$ cat src/rtl/core/omni_wheel_drive_mixer_assert.svh
// ----------------------------------------------------------------------------
// Omni wheel drive mixer assertion macros
// Concurrent assertion shorthands shared by the mixer RTL.
// ----------------------------------------------------------------------------
`ifndef OMNI_WHEEL_DRIVE_MIXER_ASSERT_SVH
`define OMNI_WHEEL_DRIVE_MIXER_ASSERT_SVH

// Check that a condition implies another in the same cycle.
`define OWDM_ASSERT_IMPLIES(label, clk, rst_n, ante, cons) \
  label: assert property (@(posedge clk) disable iff (!rst_n) (ante) |-> (cons)) \
    else $error("owdm: same-cycle implication failed");

// Check that a condition implies another in the next cycle.
`define OWDM_ASSERT_NEXT(label, clk, rst_n, ante, cons) \
  label: assert property (@(posedge clk) disable iff (!rst_n) (ante) |=> (cons)) \
    else $error("owdm: next-cycle implication failed");

`endif

$ cat src/rtl/core/owdm_pkg.sv
// ----------------------------------------------------------------------------
// Omni wheel drive mixer package
// Widths, register codes, state encoding, sine table and shared helpers.
// ----------------------------------------------------------------------------
package owdm_pkg;

  // Field and datapath widths
  localparam int DUTY_BITS      = 8;
  localparam int TRIG_FRAC_BITS = 15;
  localparam int TABLE_FRAC     = 15;
  localparam int TRIG_W         = TRIG_FRAC_BITS + 1;
  localparam int HEAD_W         = 9;
  localparam int POWER_W        = 8;
  localparam int ROT_W          = 9;
  localparam int WHEEL_W        = 10;
  localparam int PROD_W         = POWER_W + TRIG_W;
  localparam int CNT_W          = $clog2(POWER_W);
  localparam int DUTY_MAX       = (1 << DUTY_BITS) - 1;

  // Sine table rescaling
  localparam int UP_SHIFT   = (TRIG_FRAC_BITS > TABLE_FRAC) ? TRIG_FRAC_BITS - TABLE_FRAC : 0;
  localparam int DOWN_SHIFT = (TRIG_FRAC_BITS < TABLE_FRAC) ? TABLE_FRAC - TRIG_FRAC_BITS : 0;
  localparam int ROUND_ADD  = (1 << DOWN_SHIFT) >> 1;

  // Configuration port
  localparam int CFG_IDX_W  = 8;
  localparam int CFG_DATA_W = 8;
  localparam logic [CFG_IDX_W-1:0] REG_SPIN_GAIN      = 8'd0;
  localparam logic [CFG_IDX_W-1:0] REG_SPIN_LIMIT     = 8'd1;
  localparam logic [CFG_IDX_W-1:0] REG_DAMPING_GAIN   = 8'd2;
  localparam logic [CFG_IDX_W-1:0] REG_SPIN_OUT_LIMIT = 8'd3;

  // Angle constants
  localparam logic [HEAD_W-1:0] SPIN_CODE = 9'd500;
  localparam logic [HEAD_W-1:0] DEG_90    = 9'd90;
  localparam logic [HEAD_W-1:0] DEG_180   = 9'd180;
  localparam logic [HEAD_W-1:0] DEG_270   = 9'd270;
  localparam logic [HEAD_W-1:0] DEG_360   = 9'd360;
  localparam logic [HEAD_W-1:0] DEG_405   = 9'd405;

  typedef enum logic [3:0] {
    ST_IDLE,
    ST_ANGLE,
    ST_TRIG,
    ST_LAUNCH,
    ST_MULDIV,
    ST_SPIN_GO,
    ST_SPIN,
    ST_WHEEL,
    ST_FINISH
  } state_e;

  typedef struct packed {
    logic [4:0] spin_gain;
    logic [7:0] spin_limit;
    logic [6:0] damping_gain;
    logic [7:0] spin_out_limit;
  } spin_cfg_t;

  typedef struct packed {
    logic              neg;
    logic [TRIG_W-1:0] mag;
  } trig_t;

  typedef struct packed {
    logic [DUTY_BITS-1:0] fwd;
    logic [DUTY_BITS-1:0] rev;
  } duty_pair_t;

  // round(sin(k deg) * 2^15), k = 0..90
  localparam logic [15:0] SINE_Q15 [91] = '{
    16'd0,     16'd572,   16'd1144,  16'd1715,  16'd2286,  16'd2856,  16'd3425,
    16'd3993,  16'd4560,  16'd5126,  16'd5690,  16'd6252,  16'd6813,  16'd7371,
    16'd7927,  16'd8481,  16'd9032,  16'd9580,  16'd10126, 16'd10668, 16'd11207,
    16'd11743, 16'd12275, 16'd12803, 16'd13328, 16'd13848, 16'd14365, 16'd14876,
    16'd15384, 16'd15886, 16'd16384, 16'd16877, 16'd17364, 16'd17847, 16'd18324,
    16'd18795, 16'd19261, 16'd19720, 16'd20174, 16'd20622, 16'd21063, 16'd21498,
    16'd21926, 16'd22348, 16'd22763, 16'd23170, 16'd23571, 16'd23965, 16'd24351,
    16'd24730, 16'd25102, 16'd25466, 16'd25822, 16'd26170, 16'd26510, 16'd26842,
    16'd27166, 16'd27482, 16'd27789, 16'd28088, 16'd28378, 16'd28660, 16'd28932,
    16'd29197, 16'd29452, 16'd29698, 16'd29935, 16'd30163, 16'd30382, 16'd30592,
    16'd30792, 16'd30983, 16'd31164, 16'd31336, 16'd31499, 16'd31651, 16'd31795,
    16'd31928, 16'd32052, 16'd32166, 16'd32270, 16'd32365, 16'd32449, 16'd32524,
    16'd32588, 16'd32643, 16'd32688, 16'd32723, 16'd32748, 16'd32763, 16'd32768
  };

  // Quarter-wave sine, rescaled to the working fraction width
  function automatic logic [TRIG_W-1:0] quarter_sine(input logic [6:0] k);
    logic [6:0] kk;
    int         v;
    kk = (k > 7'd90) ? 7'd90 : k;
    v  = int'(SINE_Q15[kk]);
    return TRIG_W'(((v << UP_SHIFT) + ROUND_ADD) >> DOWN_SHIFT);
  endfunction

  // Sine of t degrees (0..359) as sign and magnitude
  function automatic trig_t sine_deg(input logic [HEAD_W-1:0] t);
    trig_t      r;
    logic [6:0] k;
    logic       neg;
    if (t <= DEG_90) begin
      k   = t[6:0];
      neg = 1'b0;
    end else if (t <= DEG_180) begin
      k   = 7'(DEG_180 - t);
      neg = 1'b0;
    end else if (t <= DEG_270) begin
      k   = 7'(t - DEG_180);
      neg = 1'b1;
    end else begin
      k   = 7'(DEG_360 - t);
      neg = 1'b1;
    end
    r.mag = quarter_sine(k);
    r.neg = neg && (r.mag != '0);
    return r;
  endfunction

  // Split a wheel value into saturated forward and reverse duty
  function automatic duty_pair_t wheel_duty(input logic signed [WHEEL_W-1:0] v);
    duty_pair_t         r;
    logic [WHEEL_W-1:0] mag;
    int                 sat;
    mag   = v[WHEEL_W-1] ? WHEEL_W'(-v) : WHEEL_W'(v);
    sat   = (int'(mag) > DUTY_MAX) ? DUTY_MAX : int'(mag);
    r.fwd = '0;
    r.rev = '0;
    if (v > 0) begin
      r.fwd = DUTY_BITS'(sat);
    end else if (v < 0) begin
      r.rev = DUTY_BITS'(sat);
    end
    return r;
  endfunction

endpackage

$ cat src/rtl/core/owdm_cmd_if.sv
// ----------------------------------------------------------------------------
// Omni wheel drive mixer command channel
// Heading, power and turn rate with valid/ready handshake.
// ----------------------------------------------------------------------------
interface owdm_cmd_if;
  logic                                     valid;
  logic                                     ready;
  logic        [owdm_pkg::HEAD_W-1:0]       heading_deg;
  logic        [owdm_pkg::POWER_W-1:0]      drive_power;
  logic signed [owdm_pkg::ROT_W-1:0]        turn_rate;

  modport source (output valid, heading_deg, drive_power, turn_rate, input ready);
  modport sink   (input valid, heading_deg, drive_power, turn_rate, output ready);
endinterface

$ cat src/rtl/core/owdm_duty_if.sv
// ----------------------------------------------------------------------------
// Omni wheel drive mixer duty channel
// Forward and reverse duty of all four wheels with valid/ready handshake.
// ----------------------------------------------------------------------------
interface owdm_duty_if;
  logic                             valid;
  logic                             ready;
  logic [owdm_pkg::DUTY_BITS-1:0]   back_right_fwd;
  logic [owdm_pkg::DUTY_BITS-1:0]   back_right_rev;
  logic [owdm_pkg::DUTY_BITS-1:0]   front_right_fwd;
  logic [owdm_pkg::DUTY_BITS-1:0]   front_right_rev;
  logic [owdm_pkg::DUTY_BITS-1:0]   front_left_fwd;
  logic [owdm_pkg::DUTY_BITS-1:0]   front_left_rev;
  logic [owdm_pkg::DUTY_BITS-1:0]   back_left_fwd;
  logic [owdm_pkg::DUTY_BITS-1:0]   back_left_rev;

  modport source (output valid, back_right_fwd, back_right_rev, front_right_fwd,
                  front_right_rev, front_left_fwd, front_left_rev, back_left_fwd,
                  back_left_rev, input ready);
  modport sink   (input valid, back_right_fwd, back_right_rev, front_right_fwd,
                  front_right_rev, front_left_fwd, front_left_rev, back_left_fwd,
                  back_left_rev, output ready);
endinterface

$ cat src/rtl/core/owdm_cfg_if.sv
// ----------------------------------------------------------------------------
// Omni wheel drive mixer configuration channel
// Register index and write data with valid/ready handshake.
// ----------------------------------------------------------------------------
interface owdm_cfg_if;
  logic                              valid;
  logic                              ready;
  logic [owdm_pkg::CFG_IDX_W-1:0]    index;
  logic [owdm_pkg::CFG_DATA_W-1:0]   data;

  modport source (output valid, index, data, input ready);
  modport sink   (input valid, index, data, output ready);
endinterface

$ cat src/rtl/core/owdm_muldiv.sv
// ----------------------------------------------------------------------------
// Omni wheel drive mixer bit-serial multiply/divide
// Computes floor(power * num / den) one bit per cycle: shift-add multiply
// over the power bits, then restoring division for the quotient bits.
// ----------------------------------------------------------------------------
module owdm_muldiv (
  input  logic                               clk_i,
  input  logic                               rst_ni,
  input  logic                               start_i,
  input  logic [owdm_pkg::POWER_W-1:0]       power_i,
  input  logic [owdm_pkg::TRIG_W-1:0]        num_i,
  input  logic [owdm_pkg::TRIG_W-1:0]        den_i,
  output logic                               done_o,
  output logic [owdm_pkg::POWER_W-1:0]       quo_o
);

  localparam logic [owdm_pkg::CNT_W-1:0] CNT_LAST = owdm_pkg::CNT_W'(owdm_pkg::POWER_W - 1);

  logic                              busy_q, busy_d;
  logic                              div_q, div_d;
  logic                              done_q, done_d;
  logic [owdm_pkg::CNT_W-1:0]        cnt_q, cnt_d;
  logic [owdm_pkg::POWER_W-1:0]      pbits_q, pbits_d;
  logic [owdm_pkg::TRIG_W-1:0]       num_q, num_d;
  logic [owdm_pkg::PROD_W-1:0]       acc_q, acc_d;
  logic [owdm_pkg::PROD_W-1:0]       dsh_q, dsh_d;
  logic [owdm_pkg::POWER_W-1:0]      quo_q, quo_d;

  // Sequence the multiply then divide phases
  always_comb begin
    busy_d  = busy_q;
    div_d   = div_q;
    done_d  = 1'b0;
    cnt_d   = cnt_q;
    pbits_d = pbits_q;
    num_d   = num_q;
    acc_d   = acc_q;
    dsh_d   = dsh_q;
    quo_d   = quo_q;
    if (start_i) begin
      busy_d  = 1'b1;
      div_d   = 1'b0;
      cnt_d   = '0;
      pbits_d = power_i;
      num_d   = num_i;
      acc_d   = '0;
      dsh_d   = owdm_pkg::PROD_W'(den_i) << (owdm_pkg::POWER_W - 1);
      quo_d   = '0;
    end else if (busy_q) begin
      cnt_d = cnt_q + 1'b1;
      if (!div_q) begin
        // Shift in one multiplier bit, MSB first
        acc_d   = (acc_q << 1) +
                  (pbits_q[owdm_pkg::POWER_W-1] ? owdm_pkg::PROD_W'(num_q) : '0);
        pbits_d = pbits_q << 1;
      end else begin
        // Develop one quotient bit
        if (acc_q >= dsh_q) begin
          acc_d = acc_q - dsh_q;
          quo_d = {quo_q[owdm_pkg::POWER_W-2:0], 1'b1};
        end else begin
          quo_d = {quo_q[owdm_pkg::POWER_W-2:0], 1'b0};
        end
        dsh_d = dsh_q >> 1;
      end
      if (cnt_q == CNT_LAST) begin
        cnt_d = '0;
        div_d = ~div_q;
        if (div_q) begin
          busy_d = 1'b0;
          done_d = 1'b1;
        end
      end
    end
  end

  // Control registers
  always_ff @(posedge clk_i or negedge rst_ni) begin
    if (!rst_ni) begin
      busy_q <= 1'b0;
      div_q  <= 1'b0;
      done_q <= 1'b0;
      cnt_q  <= '0;
    end else begin
      busy_q <= busy_d;
      div_q  <= div_d;
      done_q <= done_d;
      cnt_q  <= cnt_d;
    end
  end

  // Datapath registers
  always_ff @(posedge clk_i) begin
    pbits_q <= pbits_d;
    num_q   <= num_d;
    acc_q   <= acc_d;
    dsh_q   <= dsh_d;
    quo_q   <= quo_d;
  end

  assign done_o = done_q;
  assign quo_o  = quo_q;

endmodule

$ cat src/rtl/core/owdm_spin.sv
// ----------------------------------------------------------------------------
// Omni wheel drive mixer spin term
// Proportional plus damping term for spin-in-place, clamped in two stages.
// ----------------------------------------------------------------------------
module owdm_spin (
  input  logic                                clk_i,
  input  logic                                rst_ni,
  input  logic                                start_i,
  input  logic signed [owdm_pkg::ROT_W-1:0]   rot_i,
  input  logic signed [owdm_pkg::ROT_W-1:0]   last_i,
  input  owdm_pkg::spin_cfg_t                 cfg_i,
  output logic                                done_o,
  output logic signed [owdm_pkg::ROT_W-1:0]   total_o
);

  logic signed [14:0] prop_raw;
  logic signed [14:0] lim_s;
  logic signed [9:0]  diff;
  logic signed [9:0]  half_w;
  logic signed [16:0] damp_raw;
  logic signed [17:0] sum;
  logic signed [17:0] olim_s;

  logic               s1_q;
  logic               done_q;
  logic signed [8:0]  prop_q, prop_d;
  logic signed [16:0] damp_q;
  logic signed [8:0]  total_q, total_d;

  // Stage one: clamp proportional term, halve change of rate and scale it
  always_comb begin
    prop_raw = $signed(rot_i) * $signed({1'b0, cfg_i.spin_gain});
    lim_s    = $signed({7'b0, cfg_i.spin_limit});
    if (prop_raw > lim_s) begin
      prop_d = 9'(lim_s);
    end else if (prop_raw < -lim_s) begin
      prop_d = 9'(-lim_s);
    end else begin
      prop_d = 9'(prop_raw);
    end
    diff     = 10'(rot_i) - 10'(last_i);
    half_w   = (diff + (diff[9] ? 10'sd1 : 10'sd0)) >>> 1;
    damp_raw = $signed(half_w[8:0]) * $signed({1'b0, cfg_i.damping_gain});
  end

  // Stage two: sum and clamp to the output limit
  always_comb begin
    sum    = 18'(prop_q) + 18'(damp_q);
    olim_s = $signed({10'b0, cfg_i.spin_out_limit});
    if (sum > olim_s) begin
      total_d = 9'(olim_s);
    end else if (sum < -olim_s) begin
      total_d = 9'(-olim_s);
    end else begin
      total_d = 9'(sum);
    end
  end

  // Stage valid flags
  always_ff @(posedge clk_i or negedge rst_ni) begin
    if (!rst_ni) begin
      s1_q   <= 1'b0;
      done_q <= 1'b0;
    end else begin
      s1_q   <= start_i;
      done_q <= s1_q;
    end
  end

  // Stage payload
  always_ff @(posedge clk_i) begin
    if (start_i) begin
      prop_q <= prop_d;
      damp_q <= damp_raw;
    end
    if (s1_q) begin
      total_q <= total_d;
    end
  end

  assign done_o  = done_q;
  assign total_o = total_q;

endmodule

$ cat src/rtl/core/omni_wheel_drive_mixer.sv
// ----------------------------------------------------------------------------
// Omni wheel drive mixer top level
// Turns heading, power and turn rate into forward/reverse duty for four wheels.
// ----------------------------------------------------------------------------
// Flow: drive items pass angle fold, sine lookup, the bit-serial multiply/divide
//   (one bit per cycle), wheel mix and output load; spin items use the spin unit.
// Throughput: one item at a time; the next is accepted the cycle after the
//   result enters the output register.
// Reset: control clears, registers return to defaults, last turn rate to 0.
`include "omni_wheel_drive_mixer_assert.svh"

module omni_wheel_drive_mixer (
  input  logic         clk_i,
  input  logic         rst_ni,
  owdm_cmd_if.sink     cmd_i,
  owdm_cfg_if.sink     cfg_i,
  owdm_duty_if.source  duty_o
);

  owdm_pkg::state_e   state_q, state_d;
  owdm_pkg::spin_cfg_t cfg_q;

  // Accepted item
  logic [owdm_pkg::HEAD_W-1:0]         head_q;
  logic [owdm_pkg::POWER_W-1:0]        power_q;
  logic signed [owdm_pkg::ROT_W-1:0]   rot_q;
  logic                                spin_mode_q;
  logic signed [owdm_pkg::ROT_W-1:0]   last_q;

  // Angle and trig
  logic [owdm_pkg::HEAD_W-1:0]  ang_a;
  logic [owdm_pkg::HEAD_W-1:0]  ang_t;
  logic [owdm_pkg::HEAD_W-1:0]  t_q;
  logic [owdm_pkg::HEAD_W-1:0]  tc;
  owdm_pkg::trig_t              sin_w, cos_w;
  owdm_pkg::trig_t              sin_q, cos_q;
  logic                         sin_big;

  // Units
  logic                                muldiv_start;
  logic                                muldiv_done;
  logic [owdm_pkg::POWER_W-1:0]        muldiv_quo;
  logic                                spin_start;
  logic                                spin_done;
  logic signed [owdm_pkg::ROT_W-1:0]   spin_total;
  logic signed [owdm_pkg::ROT_W:0]     out_lim_s;

  // Wheel values and output
  logic signed [owdm_pkg::WHEEL_W-1:0] sv, cv, rot_w;
  logic signed [owdm_pkg::WHEEL_W-1:0] wheel_d [4];
  logic signed [owdm_pkg::WHEEL_W-1:0] wheel_q [4];
  owdm_pkg::duty_pair_t                pair [4];
  logic [owdm_pkg::DUTY_BITS-1:0]      duty_q [8];
  logic                                out_valid_q;
  logic                                load_out;

  // Fold heading into 0..359 and form t = 45 - heading
  always_comb begin
    ang_a = (head_q >= owdm_pkg::DEG_360) ? head_q - owdm_pkg::DEG_360 : head_q;
    ang_t = owdm_pkg::DEG_405 - ang_a;
    if (ang_t >= owdm_pkg::DEG_360) begin
      ang_t = ang_t - owdm_pkg::DEG_360;
    end
  end

  // Look up sine of t and of t + 90
  always_comb begin
    tc = t_q + owdm_pkg::DEG_90;
    if (tc >= owdm_pkg::DEG_360) begin
      tc = tc - owdm_pkg::DEG_360;
    end
    sin_w = owdm_pkg::sine_deg(t_q);
    cos_w = owdm_pkg::sine_deg(tc);
  end

  assign sin_big = (sin_q.mag > cos_q.mag);

  owdm_muldiv u_muldiv (
    .clk_i   (clk_i),
    .rst_ni  (rst_ni),
    .start_i (muldiv_start),
    .power_i (power_q),
    .num_i   (sin_big ? cos_q.mag : sin_q.mag),
    .den_i   (sin_big ? sin_q.mag : cos_q.mag),
    .done_o  (muldiv_done),
    .quo_o   (muldiv_quo)
  );

  owdm_spin u_spin (
    .clk_i   (clk_i),
    .rst_ni  (rst_ni),
    .start_i (spin_start),
    .rot_i   (rot_q),
    .last_i  (last_q),
    .cfg_i   (cfg_q),
    .done_o  (spin_done),
    .total_o (spin_total)
  );

  assign out_lim_s = $signed({2'b0, cfg_q.spin_out_limit});

  // Combine scaled terms with the turn rate
  always_comb begin
    rot_w = owdm_pkg::WHEEL_W'(rot_q);
    if (sin_big) begin
      sv = owdm_pkg::WHEEL_W'({1'b0, power_q});
      cv = owdm_pkg::WHEEL_W'({1'b0, muldiv_quo});
    end else begin
      sv = owdm_pkg::WHEEL_W'({1'b0, muldiv_quo});
      cv = owdm_pkg::WHEEL_W'({1'b0, power_q});
    end
    if (sin_q.neg) begin
      sv = -sv;
    end
    if (cos_q.neg) begin
      cv = -cv;
    end
    if (spin_mode_q) begin
      for (int i = 0; i < 4; i++) begin
        wheel_d[i] = owdm_pkg::WHEEL_W'(spin_total);
      end
    end else begin
      wheel_d[0] = cv + rot_w;
      wheel_d[1] = rot_w - sv;
      wheel_d[2] = sv + rot_w;
      wheel_d[3] = rot_w - cv;
    end
  end

  // Duty split per wheel
  always_comb begin
    for (int i = 0; i < 4; i++) begin
      pair[i] = owdm_pkg::wheel_duty(wheel_q[i]);
    end
  end

  // Next state and unit launches
  always_comb begin
    state_d      = state_q;
    muldiv_start = 1'b0;
    spin_start   = 1'b0;
    load_out     = 1'b0;
    cmd_i.ready  = (state_q == owdm_pkg::ST_IDLE);
    case (state_q)
      owdm_pkg::ST_IDLE: begin
        if (cmd_i.valid) begin
          state_d = (cmd_i.heading_deg == owdm_pkg::SPIN_CODE) ?
                    owdm_pkg::ST_SPIN_GO : owdm_pkg::ST_ANGLE;
        end
      end
      owdm_pkg::ST_ANGLE:  state_d = owdm_pkg::ST_TRIG;
      owdm_pkg::ST_TRIG:   state_d = owdm_pkg::ST_LAUNCH;
      owdm_pkg::ST_LAUNCH: begin
        muldiv_start = 1'b1;
        state_d      = owdm_pkg::ST_MULDIV;
      end
      owdm_pkg::ST_MULDIV: begin
        if (muldiv_done) begin
          state_d = owdm_pkg::ST_WHEEL;
        end
      end
      owdm_pkg::ST_SPIN_GO: begin
        spin_start = 1'b1;
        state_d    = owdm_pkg::ST_SPIN;
      end
      owdm_pkg::ST_SPIN: begin
        if (spin_done) begin
          state_d = owdm_pkg::ST_WHEEL;
        end
      end
      owdm_pkg::ST_WHEEL:  state_d = owdm_pkg::ST_FINISH;
      owdm_pkg::ST_FINISH: begin
        // Load the output slot once it is free
        if (!out_valid_q || duty_o.ready) begin
          load_out = 1'b1;
          state_d  = owdm_pkg::ST_IDLE;
        end
      end
      default: state_d = owdm_pkg::ST_IDLE;
    endcase
  end

  // State, configuration and spin history
  always_ff @(posedge clk_i or negedge rst_ni) begin
    if (!rst_ni) begin
      state_q              <= owdm_pkg::ST_IDLE;
      cfg_q.spin_gain      <= 5'd12;
      cfg_q.spin_limit     <= 8'd165;
      cfg_q.damping_gain   <= 7'd64;
      cfg_q.spin_out_limit <= 8'd180;
      last_q               <= '0;
      out_valid_q          <= 1'b0;
    end else begin
      state_q <= state_d;
      if (cfg_i.valid) begin
        case (cfg_i.index)
          owdm_pkg::REG_SPIN_GAIN:      cfg_q.spin_gain      <= cfg_i.data[4:0];
          owdm_pkg::REG_SPIN_LIMIT:     cfg_q.spin_limit     <= cfg_i.data[7:0];
          owdm_pkg::REG_DAMPING_GAIN:   cfg_q.damping_gain   <= cfg_i.data[6:0];
          owdm_pkg::REG_SPIN_OUT_LIMIT: cfg_q.spin_out_limit <= cfg_i.data[7:0];
          default: ;
        endcase
      end
      if (state_q == owdm_pkg::ST_WHEEL && spin_mode_q) begin
        last_q <= rot_q;
      end
      if (load_out) begin
        out_valid_q <= 1'b1;
      end else if (duty_o.ready) begin
        out_valid_q <= 1'b0;
      end
    end
  end

  assign cfg_i.ready = 1'b1;

  // Datapath registers
  always_ff @(posedge clk_i) begin
    if (cmd_i.valid && cmd_i.ready) begin
      head_q      <= cmd_i.heading_deg;
      power_q     <= cmd_i.drive_power;
      rot_q       <= cmd_i.turn_rate;
      spin_mode_q <= (cmd_i.heading_deg == owdm_pkg::SPIN_CODE);
    end
    if (state_q == owdm_pkg::ST_ANGLE) begin
      t_q <= ang_t;
    end
    if (state_q == owdm_pkg::ST_TRIG) begin
      sin_q <= sin_w;
      cos_q <= cos_w;
    end
    if (state_q == owdm_pkg::ST_WHEEL) begin
      wheel_q <= wheel_d;
    end
    if (load_out) begin
      for (int i = 0; i < 4; i++) begin
        duty_q[2*i]   <= pair[i].fwd;
        duty_q[2*i+1] <= pair[i].rev;
      end
    end
  end

  // Drive the output beat
  assign duty_o.valid           = out_valid_q;
  assign duty_o.back_right_fwd  = duty_q[0];
  assign duty_o.back_right_rev  = duty_q[1];
  assign duty_o.front_right_fwd = duty_q[2];
  assign duty_o.front_right_rev = duty_q[3];
  assign duty_o.front_left_fwd  = duty_q[4];
  assign duty_o.front_left_rev  = duty_q[5];
  assign duty_o.back_left_fwd   = duty_q[6];
  assign duty_o.back_left_rev   = duty_q[7];

  // Accepted beat leaves idle along the matching path
  `OWDM_ASSERT_NEXT(a_accept_dispatch, clk_i, rst_ni, cmd_i.valid && cmd_i.ready, state_q == owdm_pkg::ST_ANGLE || state_q == owdm_pkg::ST_SPIN_GO)
  // Scaled term never exceeds the drive power
  `OWDM_ASSERT_IMPLIES(a_quo_bounded, clk_i, rst_ni, muldiv_done, muldiv_quo <= power_q)
  // Spin total stays inside the output limit
  `OWDM_ASSERT_IMPLIES(a_spin_bounded, clk_i, rst_ni, spin_done, (spin_total <= out_lim_s) && (spin_total >= -out_lim_s))

endmodule

$ cat src/flat_wrapper.sv
// flat-port wrapper written by rule: the top's interface ports become plain ports
module omni_wheel_drive_mixer_flat 
  (clk_i, rst_ni, cmd_i_valid, cmd_i_heading_deg, cmd_i_drive_power, cmd_i_turn_rate, cmd_i_ready, cfg_i_valid, cfg_i_index, cfg_i_data, cfg_i_ready, duty_o_valid, duty_o_back_right_fwd, duty_o_back_right_rev, duty_o_front_right_fwd, duty_o_front_right_rev, duty_o_front_left_fwd, duty_o_front_left_rev, duty_o_back_left_fwd, duty_o_back_left_rev, duty_o_ready);
  owdm_cmd_if cmd_i_i ();
  owdm_cfg_if cfg_i_i ();
  owdm_duty_if duty_o_i ();
  input  logic clk_i;
  input  logic rst_ni;
  input wire logic [$bits(cmd_i_i.valid)-1:0] cmd_i_valid;
  input wire logic [$bits(cmd_i_i.heading_deg)-1:0] cmd_i_heading_deg;
  input wire logic [$bits(cmd_i_i.drive_power)-1:0] cmd_i_drive_power;
  input wire logic [$bits(cmd_i_i.turn_rate)-1:0] cmd_i_turn_rate;
  output wire logic [$bits(cmd_i_i.ready)-1:0] cmd_i_ready;
  input wire logic [$bits(cfg_i_i.valid)-1:0] cfg_i_valid;
  input wire logic [$bits(cfg_i_i.index)-1:0] cfg_i_index;
  input wire logic [$bits(cfg_i_i.data)-1:0] cfg_i_data;
  output wire logic [$bits(cfg_i_i.ready)-1:0] cfg_i_ready;
  output wire logic [$bits(duty_o_i.valid)-1:0] duty_o_valid;
  output wire logic [$bits(duty_o_i.back_right_fwd)-1:0] duty_o_back_right_fwd;
  output wire logic [$bits(duty_o_i.back_right_rev)-1:0] duty_o_back_right_rev;
  output wire logic [$bits(duty_o_i.front_right_fwd)-1:0] duty_o_front_right_fwd;
  output wire logic [$bits(duty_o_i.front_right_rev)-1:0] duty_o_front_right_rev;
  output wire logic [$bits(duty_o_i.front_left_fwd)-1:0] duty_o_front_left_fwd;
  output wire logic [$bits(duty_o_i.front_left_rev)-1:0] duty_o_front_left_rev;
  output wire logic [$bits(duty_o_i.back_left_fwd)-1:0] duty_o_back_left_fwd;
  output wire logic [$bits(duty_o_i.back_left_rev)-1:0] duty_o_back_left_rev;
  input wire logic [$bits(duty_o_i.ready)-1:0] duty_o_ready;
  assign cmd_i_i.valid = cmd_i_valid;
  assign cmd_i_i.heading_deg = cmd_i_heading_deg;
  assign cmd_i_i.drive_power = cmd_i_drive_power;
  assign cmd_i_i.turn_rate = cmd_i_turn_rate;
  assign cmd_i_ready = cmd_i_i.ready;
  assign cfg_i_i.valid = cfg_i_valid;
  assign cfg_i_i.index = cfg_i_index;
  assign cfg_i_i.data = cfg_i_data;
  assign cfg_i_ready = cfg_i_i.ready;
  assign duty_o_valid = duty_o_i.valid;
  assign duty_o_back_right_fwd = duty_o_i.back_right_fwd;
  assign duty_o_back_right_rev = duty_o_i.back_right_rev;
  assign duty_o_front_right_fwd = duty_o_i.front_right_fwd;
  assign duty_o_front_right_rev = duty_o_i.front_right_rev;
  assign duty_o_front_left_fwd = duty_o_i.front_left_fwd;
  assign duty_o_front_left_rev = duty_o_i.front_left_rev;
  assign duty_o_back_left_fwd = duty_o_i.back_left_fwd;
  assign duty_o_back_left_rev = duty_o_i.back_left_rev;
  assign duty_o_i.ready = duty_o_ready;
  omni_wheel_drive_mixer u_core (.clk_i(clk_i), .rst_ni(rst_ni), .cmd_i(cmd_i_i), .cfg_i(cfg_i_i), .duty_o(duty_o_i));
endmodule
$ cat config.mk
export PLATFORM = sky130hd
export DESIGN_NAME = omni_wheel_drive_mixer_flat
export DESIGN_NICKNAME = d
export VERILOG_FILES = /design/src/rtl/core/owdm_pkg.sv /design/src/rtl/core/owdm_cmd_if.sv /design/src/rtl/core/owdm_duty_if.sv /design/src/rtl/core/owdm_cfg_if.sv /design/src/rtl/core/owdm_muldiv.sv /design/src/rtl/core/owdm_spin.sv /design/src/rtl/core/omni_wheel_drive_mixer.sv /design/src/flat_wrapper.sv
export VERILOG_INCLUDE_DIRS = /design/src /design/src/rtl/core
export SDC_FILE = /design/constraint.sdc
export NUM_CORES = 1
export LEC_CHECK = 0
export BUFFER_PORTS_ARGS = -buffer_cell sky130_fd_sc_hd__buf_2
export CAP_MARGIN = 20
export CORE_ASPECT_RATIO = 1.1
export CORE_UTILIZATION = 54
export DETAILED_ROUTE_END_ITERATION = 10
export GPL_ROUTABILITY_DRIVEN = 0
export PLACE_DENSITY = 0.73
export REMOVE_ABC_BUFFERS = 1
export SETUP_SLACK_MARGIN = 0.3
export SYNTH_ARGS = -nofsm -noshare
export SYNTH_HDL_FRONTEND = slang
export SYNTH_SLANG_ARGS = --single-unit
$ cat constraint.sdc
create_clock -name clk_i -period 8.5 [get_ports clk_i]
set_clock_uncertainty 0.1 [all_clocks]
set_input_delay 0 -clock clk_i [delete_from_list [all_inputs] [get_ports clk_i]]
set_output_delay 0 -clock clk_i [all_outputs]
set_load 0.05 [all_outputs]
## Word level (Yosys, flattened, before mapping)

Memories as Yosys holds them, arrays and structs flattened.
Index checks and enable logic that the tools add are counted.

| cells by class | value |
|---|---|
| magnitude comparators | 31 |
| multiply operators | 2 |
| reductions and logical operators | 24 |
| equality and inequality tests | 19 |
| bitwise operators | 3 |
| muxes and demuxes | 89 |
| add/subtract/negate cells | 29 |

Operators by type and width:

| operator | number |
|---|---|
| $mux 8 | 23 |
| $mux 16 | 7 |
| $mux 23 | 3 |
| $mux 10 | 6 |
| $mux 7 | 8 |
| $mux 24 | 2 |
| $mux 9 | 5 |
| $gt 10x1->1 const B | 4 |
| $gt 10x8->1 const B | 4 |
| $lt 10x1->1 const B | 4 |
| $mux 40 | 1 |
| $neg 10->10 | 4 |
| $pmux 4 s9 | 1 |
| $reduce_bool 16->1 | 2 |
| $ge 9x9->1 const B | 3 |
| $sub 9x9->9 const B | 3 |
| $mux 1 | 25 |
| $add 24x16->24 | 1 |
| $ge 24x23->1 | 1 |
| $sub 24x23->24 | 1 |
| $add 10x9->10 | 2 |
| $neg 8->10 | 2 |
| $sub 9x10->10 | 2 |
| $add 9x17->18 | 1 |
| 44 further kinds | 82 |

| word-level totals | value |
|---|---|
| register bits | 274 |
| memories kept | 3 |
| input bits | 47 |
| RAM bits | 64 |
| word-level logic and storage cells | 237 |
| output and inout bits | 67 |
| ROM bits | 4096 |

Memory list:

| memory | depth | bits a word | read ports | clocked after memory_dff | wr ports | RTL line | text |
|---|---|---|---|---|---|---|---|
| (name not given) | 128 | 16 | 1 | 0 | 0 | owdm_pkg.sv:92 | `v = int'(SINE_Q15[kk]);` |
| (name not given) | 128 | 16 | 1 | 0 | 0 | owdm_pkg.sv:92 |  |
| u_core.duty_q | 8 | 8 | 8 | 0 | 8 | omni_wheel_drive_mixer.sv:53 | `logic [owdm_pkg::DUTY_BITS-1:0] duty_q [8];` |

## Depth between registers and ports, before layout

Gate-level depths: netlist (run 1).

| depth | value |
|---|---|
| depth in word-level cells | 15 |
| depth in mapped cells | 38 |

## By module

A second synthesis (run 1) with hierarchy kept.

| second synthesis, totals | value |
|---|---|
| cells, all modules | 3635 |
| area, all modules | 32089.5 um^2 |

By module, submodules not included:

| module | instances | cells each | area each (um^2) |
|---|---|---|---|
| omni_wheel_drive_mixer | 1 | 1907 | 17026.3 |
| owdm_spin | 1 | 1036 | 9088.7 |
| owdm_muldiv | 1 | 692 | 5974.5 |

## Worst setup path after synthesis (run 1)

No wires, ideal clock.

| timing | value |
|---|---|
| path type | reg2reg |
| start | register u_core.rot_q[1] (netlist bit) |
| end | register u_core.u_spin.damp_q[16], data pin |
| arrival time | 6882 ps |
| clock period less this slack | 7242 ps |
| required time | 8141 ps |
| cell stages (with the launch flop) | 32 |
| slack | 1258 ps |
| path buffers | 0 |
| cell sequence | edfxtp_1 ha_1 a21o_1 a21o_1 a21oi_1 o21bai_1 a21oi_1 o21bai_1 a2111oi_0 a21oi_1 nor2_1 ha_1 and3_1 xor2_1 nand2_1 fa_1 fa_1 inv_1 fa_1 fa_1 ha_1 a21oi_1 nand2b_1 a21boi_0 o21ai_0 nand2_1 a21oi_1 o21bai_1 a21oi_1 o21bai_1 a21oi_1 xnor2_1 |

| between the ends | value |
|---|---|
| longest elaborated chain between the ends | 4 |

Ends and longest elaborated chain:

| element | RTL line | text |
|---|---|---|
| from (decl) | omni_wheel_drive_mixer.sv:26 | `logic signed [owdm_pkg::ROT_W-1:0] rot_q;` |
| from (signal assigned) | omni_wheel_drive_mixer.sv:222 | `rot_q <= cmd_i.turn_rate;` |
| $sub 9x9->10 (*) | owdm_spin.sv:41 | `diff = 10'(rot_i) - 10'(last_i);` |
| $mux 1 | owdm_spin.sv:42 | `half_w = (diff + (diff[9] ? 10'sd1 : 10'sd0)) >>> 1;` |
| $add 10x2->10 (*) | owdm_spin.sv:42 |  |
| $mul 9x8->17 (*) | owdm_spin.sv:43 | `damp_raw = $signed(half_w[8:0]) * $signed({1'b0, cfg_i.damping_gain});` |
| net u_core.u_spin.damp_raw[16] | owdm_spin.sv:20 | `logic signed [16:0] damp_raw;` |
| to (signal assigned) | owdm_spin.sv:74 | `damp_q <= damp_raw;` |
| to (decl) | owdm_spin.sv:27 | `logic signed [16:0] damp_q;` |

The timed path passes the listed nets; every way through them passes the cells marked *.
A chain may end at the register's enable or synchronous reset.

==> run metrics, run 1 <==
status=finished, final reports clean; remaining antenna violation count=0; main area contributors after synthesis=edfxtp_1 24%, ha_1 11%, fa_1 5.7%; Setup CP Type=reg -> reg; setup TNS=0 ns; IO Port Bufs=112; ys flop type=edfxtp_1; largest net degree at the start of global routing=65; TritonCTS Buffers=39; Warnings, synthesis=0; Synth Register Bits=336; fin nets=3910; drt first pass iters=8; core area=55900 um2; later-pin clock latency in the skew report=0.56 ns; Critical Path Start Type=flop; Die H=251 um; Slew @ Worst Pin=1.03 ns; Async SR Flop Fraction=0.149; P&R area growth vs syn=9.95%; via count=25600; Seq/Total Area, Yosys=0.310; Max Slew Vio Count=0; Overall Global Routing Usage=0.260; post-synth top area share=0.243; Slew HR=0.302; Sinks on Clock Net=336; starting utilization of the core area=0.546; Peak Freq=131 MHz; post-synth cell types=125; WP buf/inv=5; cell area after synthesis=30500 um2; # H-tree levels=2; clk root buf=clkbuf_16; Max stage delay cell, worst path=or4_1; Max-Cap Viols=0; clk buf depth=3; first-pass GRT wire length=123000 um; fin util=0.600; vias per inst=5.99; number of synthesized flops with an enable pin=247; vias in the first global route=24200; TritonCTS clock tree=built; final hold vios=0; grt ovf=0; WL final=76200 um; Worst EP arrival=7.85 ns; slowest stage delay, CP=0.45 ns; Reg clk slew, reported paths=0.06 ns; initial antenna violation count=3; I/O pins=114; Post-DP HPWL=55900 um; detailed-route wire length per cell=17.8 um; die area=57500 um2; critical path endpoint category=flop; share of cells above drive strength 1=0.110; Iter 0 DRT Violations=2287; CP top delay family=simple AND/OR/NAND/NOR gates; post-synthesis cell count=3408; Die X=229 um; residual DRC count=0; unrepaired setup endpoints after global routing=no; number of setup violations in the final report=0; worst min path class=in -> async; CP Data Required Time=8.71 ns; final period utilization=0.900; Max FO, Critical Path=25; largest area contributor in the synthesized netlist=edfxtp_1; clock period minus worst slack=7.65 ns; Mapped Avg Cell Area=8.96 um2; row count=91
[kinds of logic (layout without fill, tap and decap cells)]
| family | Yosys count | count (layout) | synth area share |
|---|---|---|---|
| and+or+nand+nor | 1007 | 1007 | 0.157 |
| muxes | 106 | 106 | 0.0384 |
| buffers and inverters | 468 | 588 | 0.0603 |
| DFF | 336 | 336 | 0.310 |
| AOI/OAI and AO/OA | 926 | 926 | 0.203 |
| other | 1 | 2 | 0.000123 |
| adders and majority gates | 364 | 364 | 0.171 |
| xor gates and xnor gates | 200 | 200 | 0.0608 |
[worst min-delay path, stage by stage]
cell           delay, ns
dlygate4sd3_1       0.52
buf_2               0.10
buf_4               0.60
[path summary, 6_finish.rpt]
path / start / depth (start not counted) / slack [ns] / end
setup / recovery: u_core.t_q[3]$_DFFE_PP_ / 30 / 0.85 / u_core.cos_q[16]$_DFFE_PP_
hold reg to reg: u_core.u_muldiv.dsh_q[0]$_SDFFE_PP0P_ / 2 / 0.37 / u_core.u_muldiv.dsh_q[0]$_SDFFE_PP0P_
hold / removal: rst_ni / 3 / 0.03 / u_core.u_muldiv.cnt_q[1]$_DFFE_PN0P_
min in group clk_i: cfg_i_index[3] / 4 / 0.04 / u_core.cfg_q[3]$_DFFE_PN0P_
max in group asynchronous: rst_ni / 3 / 7.75 / u_core.cfg_q[13]$_DFFE_PN0P_
setup reg to reg: u_core.t_q[3]$_DFFE_PP_ / 30 / 0.85 / u_core.cos_q[16]$_DFFE_PP_
[layout make-up]
| type | count | area [um2] |
|---|---|---|
| antenna | 1 | 2.50 |
| clock buffer | 51 | 1110 |
| clock inverter | 19 | 218 |
| fill | 4789 | 22300 |
| inverter | 312 | 1170 |
| multi-input combinational | 2604 | 19300 |
| sequential | 336 | 9460 |
| tap | 744 | 931 |
| timing repair buffer | 206 | 1360 |
[flip-flops by register name (all words and copies together) (netlist names), 16 cells and up]
signal                 count
u_core.cfg_q              28
u_core.cos_q              17
u_core.duty_q             64
u_core.sin_q              17
u_core.u_muldiv.acc_q     24
u_core.u_muldiv.dsh_q     23
u_core.u_muldiv.num_q     16
u_core.u_spin.damp_q      17
u_core.wheel_q            38
[routing by layer]
metal  routed length, um  track usage  vias up  part of all wire
li1                    -            -    12300                 -
met1               32600        0.349    12000              0.43
met2               35300        0.429     1085              0.46
met3                5700       0.0383      248             0.075
met4                2550       0.0897        2             0.033
met5                  13            0        -           0.00017
[per-stage QoR]
step                      cells  worst slack [ns]  area [um2]  hold slack [ns]
after floorplan            3252            0.0504       29900           -0.396
after global placement     4158             0.913       31800           0.0807
after detailed placement   4158             0.668       31800           0.0812
after CTS                  4269             0.638       33500          0.00212
after global routing       4272             0.309       33600           0.0466
final                      4273             0.853       33600           0.0344
[cells in the mapped netlist, types with 21 or more instances]
library cell / n
a211oi_1: 45
a21o_1: 35
a21oi_1: 252
a31oi_1: 34
and2_1: 99
buf_2: 25
clkbuf_1: 109
dfrtp_1: 39
dfxtp_1: 39
edfxtp_1: 247
fa_1: 87
ha_1: 277
inv_1: 305
mux2_2: 61
mux2i_1: 41
nand2_1: 289
nand2b_1: 32
nand3_1: 64
nor2_1: 312
nor2b_1: 31
nor3_1: 53
o211ai_1: 34
o21a_1: 72
o21ai_0: 182
o21bai_1: 35
o22ai_1: 21
xnor2_1: 136
xor2_1: 55
[what timing repair did]
item,4_1_cts,5_1_grt
gates resized for setup,0,5
endpoints found under the setup margin,0,2
buffers inserted,0,1
hold endpoints to repair,111,0
hold buffers,41,0
[placed cells by master (no fill, tap or decap), types with 45 or more instances in the layout]
master and n:
nor2_1 309, inv_1 304, nand2_1 289, ha_1 277, a21oi_1 252, edfxtp_1 247
o21ai_0 182, xnor2_1 135, buf_2 114, and2_1 99, fa_1 87, o21a_1 72
nand3_1 64, mux2_2 61, nor3_1 53, xor2_1 51, buf_4 51, a211oi_1 45
Power of run 1 is left out: the tool's default activity adds up to more than one toggle a clock period on the data nets, which glitch-free logic cannot reach.
==> run 2: changes to the inputs <==
Settings changed: ABC_AREA set to 1.
==> run metrics, run 2 <==
main area contributors after synthesis=edfxtp_1 25%, ha_1 12%, nand2_1 11%; final period utilization=0.893; Max FO, Critical Path=8; Slew HR=0.227; top cells by count, synth=887 x nand2_1, 665 x inv_1, 302 x nor2_1, 288 x o21ai_0, 277 x ha_1; number of synthesized flops with an enable pin=247; Die H=248 um; Sinks on Clock Net=336; dpl cell area=30900 um2; final hold vios=0; final instance area=32800 um2; Register Area=9460 um2; initial antenna violation count=1; vias in the first global route=24400; Post-DP HPWL=55400 um; Setup CP Type=reg -> reg; most frequent cells in the layout=885 x nand2_1, 664 x inv_1, 297 x nor2_1; DP Worst Slack=0.743 ns; Async SR Flop Fraction=0.149; vias per inst=5.47; Seq/Total Area, Yosys=0.318; P&R area growth vs syn=10.1%; post-synth cell types=66; Synth Register Bits=336; Iter 0 DRT Violations=2261; cell with the most instances after synthesis=nand2_1; Mapped Avg Cell Area=7.55 um2; TritonCTS clock tree=built; fin nets=4466; TritonCTS Buffers=38; die area=56100 um2; core area=54000 um2; Layout Cells excl Fill=4813; most common cell after layout, fill and taps aside=nand2_1; post-synthesis cell count=3943; grt ovf=0; Die X=226 um; Overall Global Routing Usage=0.262; number of setup violations in the final report=0; Max-Cap Viols=0; layout filler cell count=4829; Reg with most FFs=u_core.duty_q; via count=26300; CP Data Required Time=8.71 ns; cell area after synthesis=29800 um2; later-pin clock latency in the skew report=0.56 ns; Reg clk slew, reported paths=0.06 ns; starting utilization of the core area=0.551; clock period minus worst slack=7.59 ns; Warnings, synthesis=0; largest net degree at the start of global routing=65; Peak Freq=132 MHz; status=finished, final reports clean; clk buf depth=3; slowest stage delay, CP=0.54 ns; I/O pins=114; worst min path class=in -> async; row count=89; setup TNS=0 ns; unrepaired setup endpoints after global routing=no; share of cells above drive strength 1=0.0715; post-route setup slack=0.910 ns; post-synth top area share=0.249; WL final=73100 um; Max stage delay cell, worst path=fa_1; first-pass GRT wire length=120000 um; residual DRC count=0; Critical Path Most Common Cell=inv_1; remaining antenna violation count=0; largest area contributor in the synthesized netlist=edfxtp_1; drt first pass iters=8; detailed-route wire length per cell=15.2 um; ys flop type=edfxtp_1; multi-input logic area=17300 um2; clk root buf=clkbuf_16; Critical Path Start Type=flop; Worst EP arrival=7.80 ns; Top Registers=u_core.duty_q (64), u_core.wheel_q (38), u_core.cfg_q (28); IO Port Bufs=112; max FFs per register=64; Max Slew Vio Count=0; # H-tree levels=2; Slew @ Worst Pin=1.15 ns; antenna fix cells=0; critical path endpoint category=flop; Inst Count DP=4692
run 2: cell count changes in the layout (fill, tap and decap cells not counted), moves of 32 or more:
cell and change:
a211oi_1 -36, a21oi_1 -35, and2_1 -92, inv_1 +360, mux2_2 -61, mux2i_1 -41
nand2_1 +596, nand2b_1 -32, nand3_1 +182, o21a_1 -68, o21ai_0 +103, xnor2_1 -99
xor2_1 +38
run 2: logic make-up after synthesis:
logic type / synth area share
AOI/OAI and AO/OA: 0.136
other: 0.000126
adders and majority gates: 0.175
xor gates and xnor gates: 0.0377
buffers and inverters: 0.103
and+or+nand+nor: 0.230
DFF: 0.318
run 2: worst max-delay path, delay by kind of cell, from the launching register on:
kind | cells | cell delay (ns)
adders and majority gates | 7 | 2.53
AOI/OAI and AO/OA | 10 | 1.34
DFF | 1 | 0.50
and+or+nand+nor | 16 | 1.88
xor gates and xnor gates | 1 | 0.07
buffers and inverters | 11 | 0.88
run 2: final timing paths:
kind | slack [ns] | end | cells past startpoint | startpoint
worst max-delay path | 0.91 | u_core.u_spin.damp_q[16]$_DFFE_PP_ | 45 | u_core.rot_q[0]$_DFFE_PP_
worst min-delay path | 0.003 | u_core.cfg_q[6]$_DFFE_PN0P_ | 3 | rst_ni
worst max register to register | 0.91 | u_core.u_spin.damp_q[16]$_DFFE_PP_ | 45 | u_core.rot_q[0]$_DFFE_PP_
worst min register to register | 0.39 | u_core.state_q[0]$_DFFE_PN0P_ | 1 | u_core.state_q[0]$_DFFE_PN0P_
max in group asynchronous | 7.76 | u_core.u_muldiv.div_q$_DFFE_PN0P_ | 3 | rst_ni
min in group clk_i | 0.07 | u_core.cfg_q[15]$_DFFE_PN1P_ | 5 | cfg_i_index[7]
run 2: cell type report:
class                           instances  share of cell area
Inverter                              681              0.0782
Tap cell                              728              0.0278
Clock inverter                         16             0.00657
Timing Repair Buffer                  188              0.0386
Multi-Input combinational cell       2810               0.528
Clock buffer                           54              0.0321
Sequential cell                       336               0.289
run 2: metal layers:
metal | global-route usage | wire [um] | up-vias
met5 | 0 | 0 | -
met4 | 0.0794 | 2100 | 0
met3 | 0.0361 | 5190 | 186
met2 | 0.441 | 34100 | 968
met1 | 0.351 | 31800 | 12000
li1 | - | - | 13200
run 2: repair_timing:
item,in CTS,in global routing
setup buffers,0,0
resized for setup,0,13
endpoints found under the hold margin,113,0
endpoints found under the setup margin,0,3
hold buffers,48,0
run 2: per-stage QoR:
step	hold slack, ns	utilization
after global placement	0.0683	0.573
after detailed placement	0.0748	0.573
final	0.00268	0.607
after floorplan	-0.396	-
after CTS	0.00582	0.605
after global routing	0.0603	0.607
Power of run 2 is left out for the same reason.
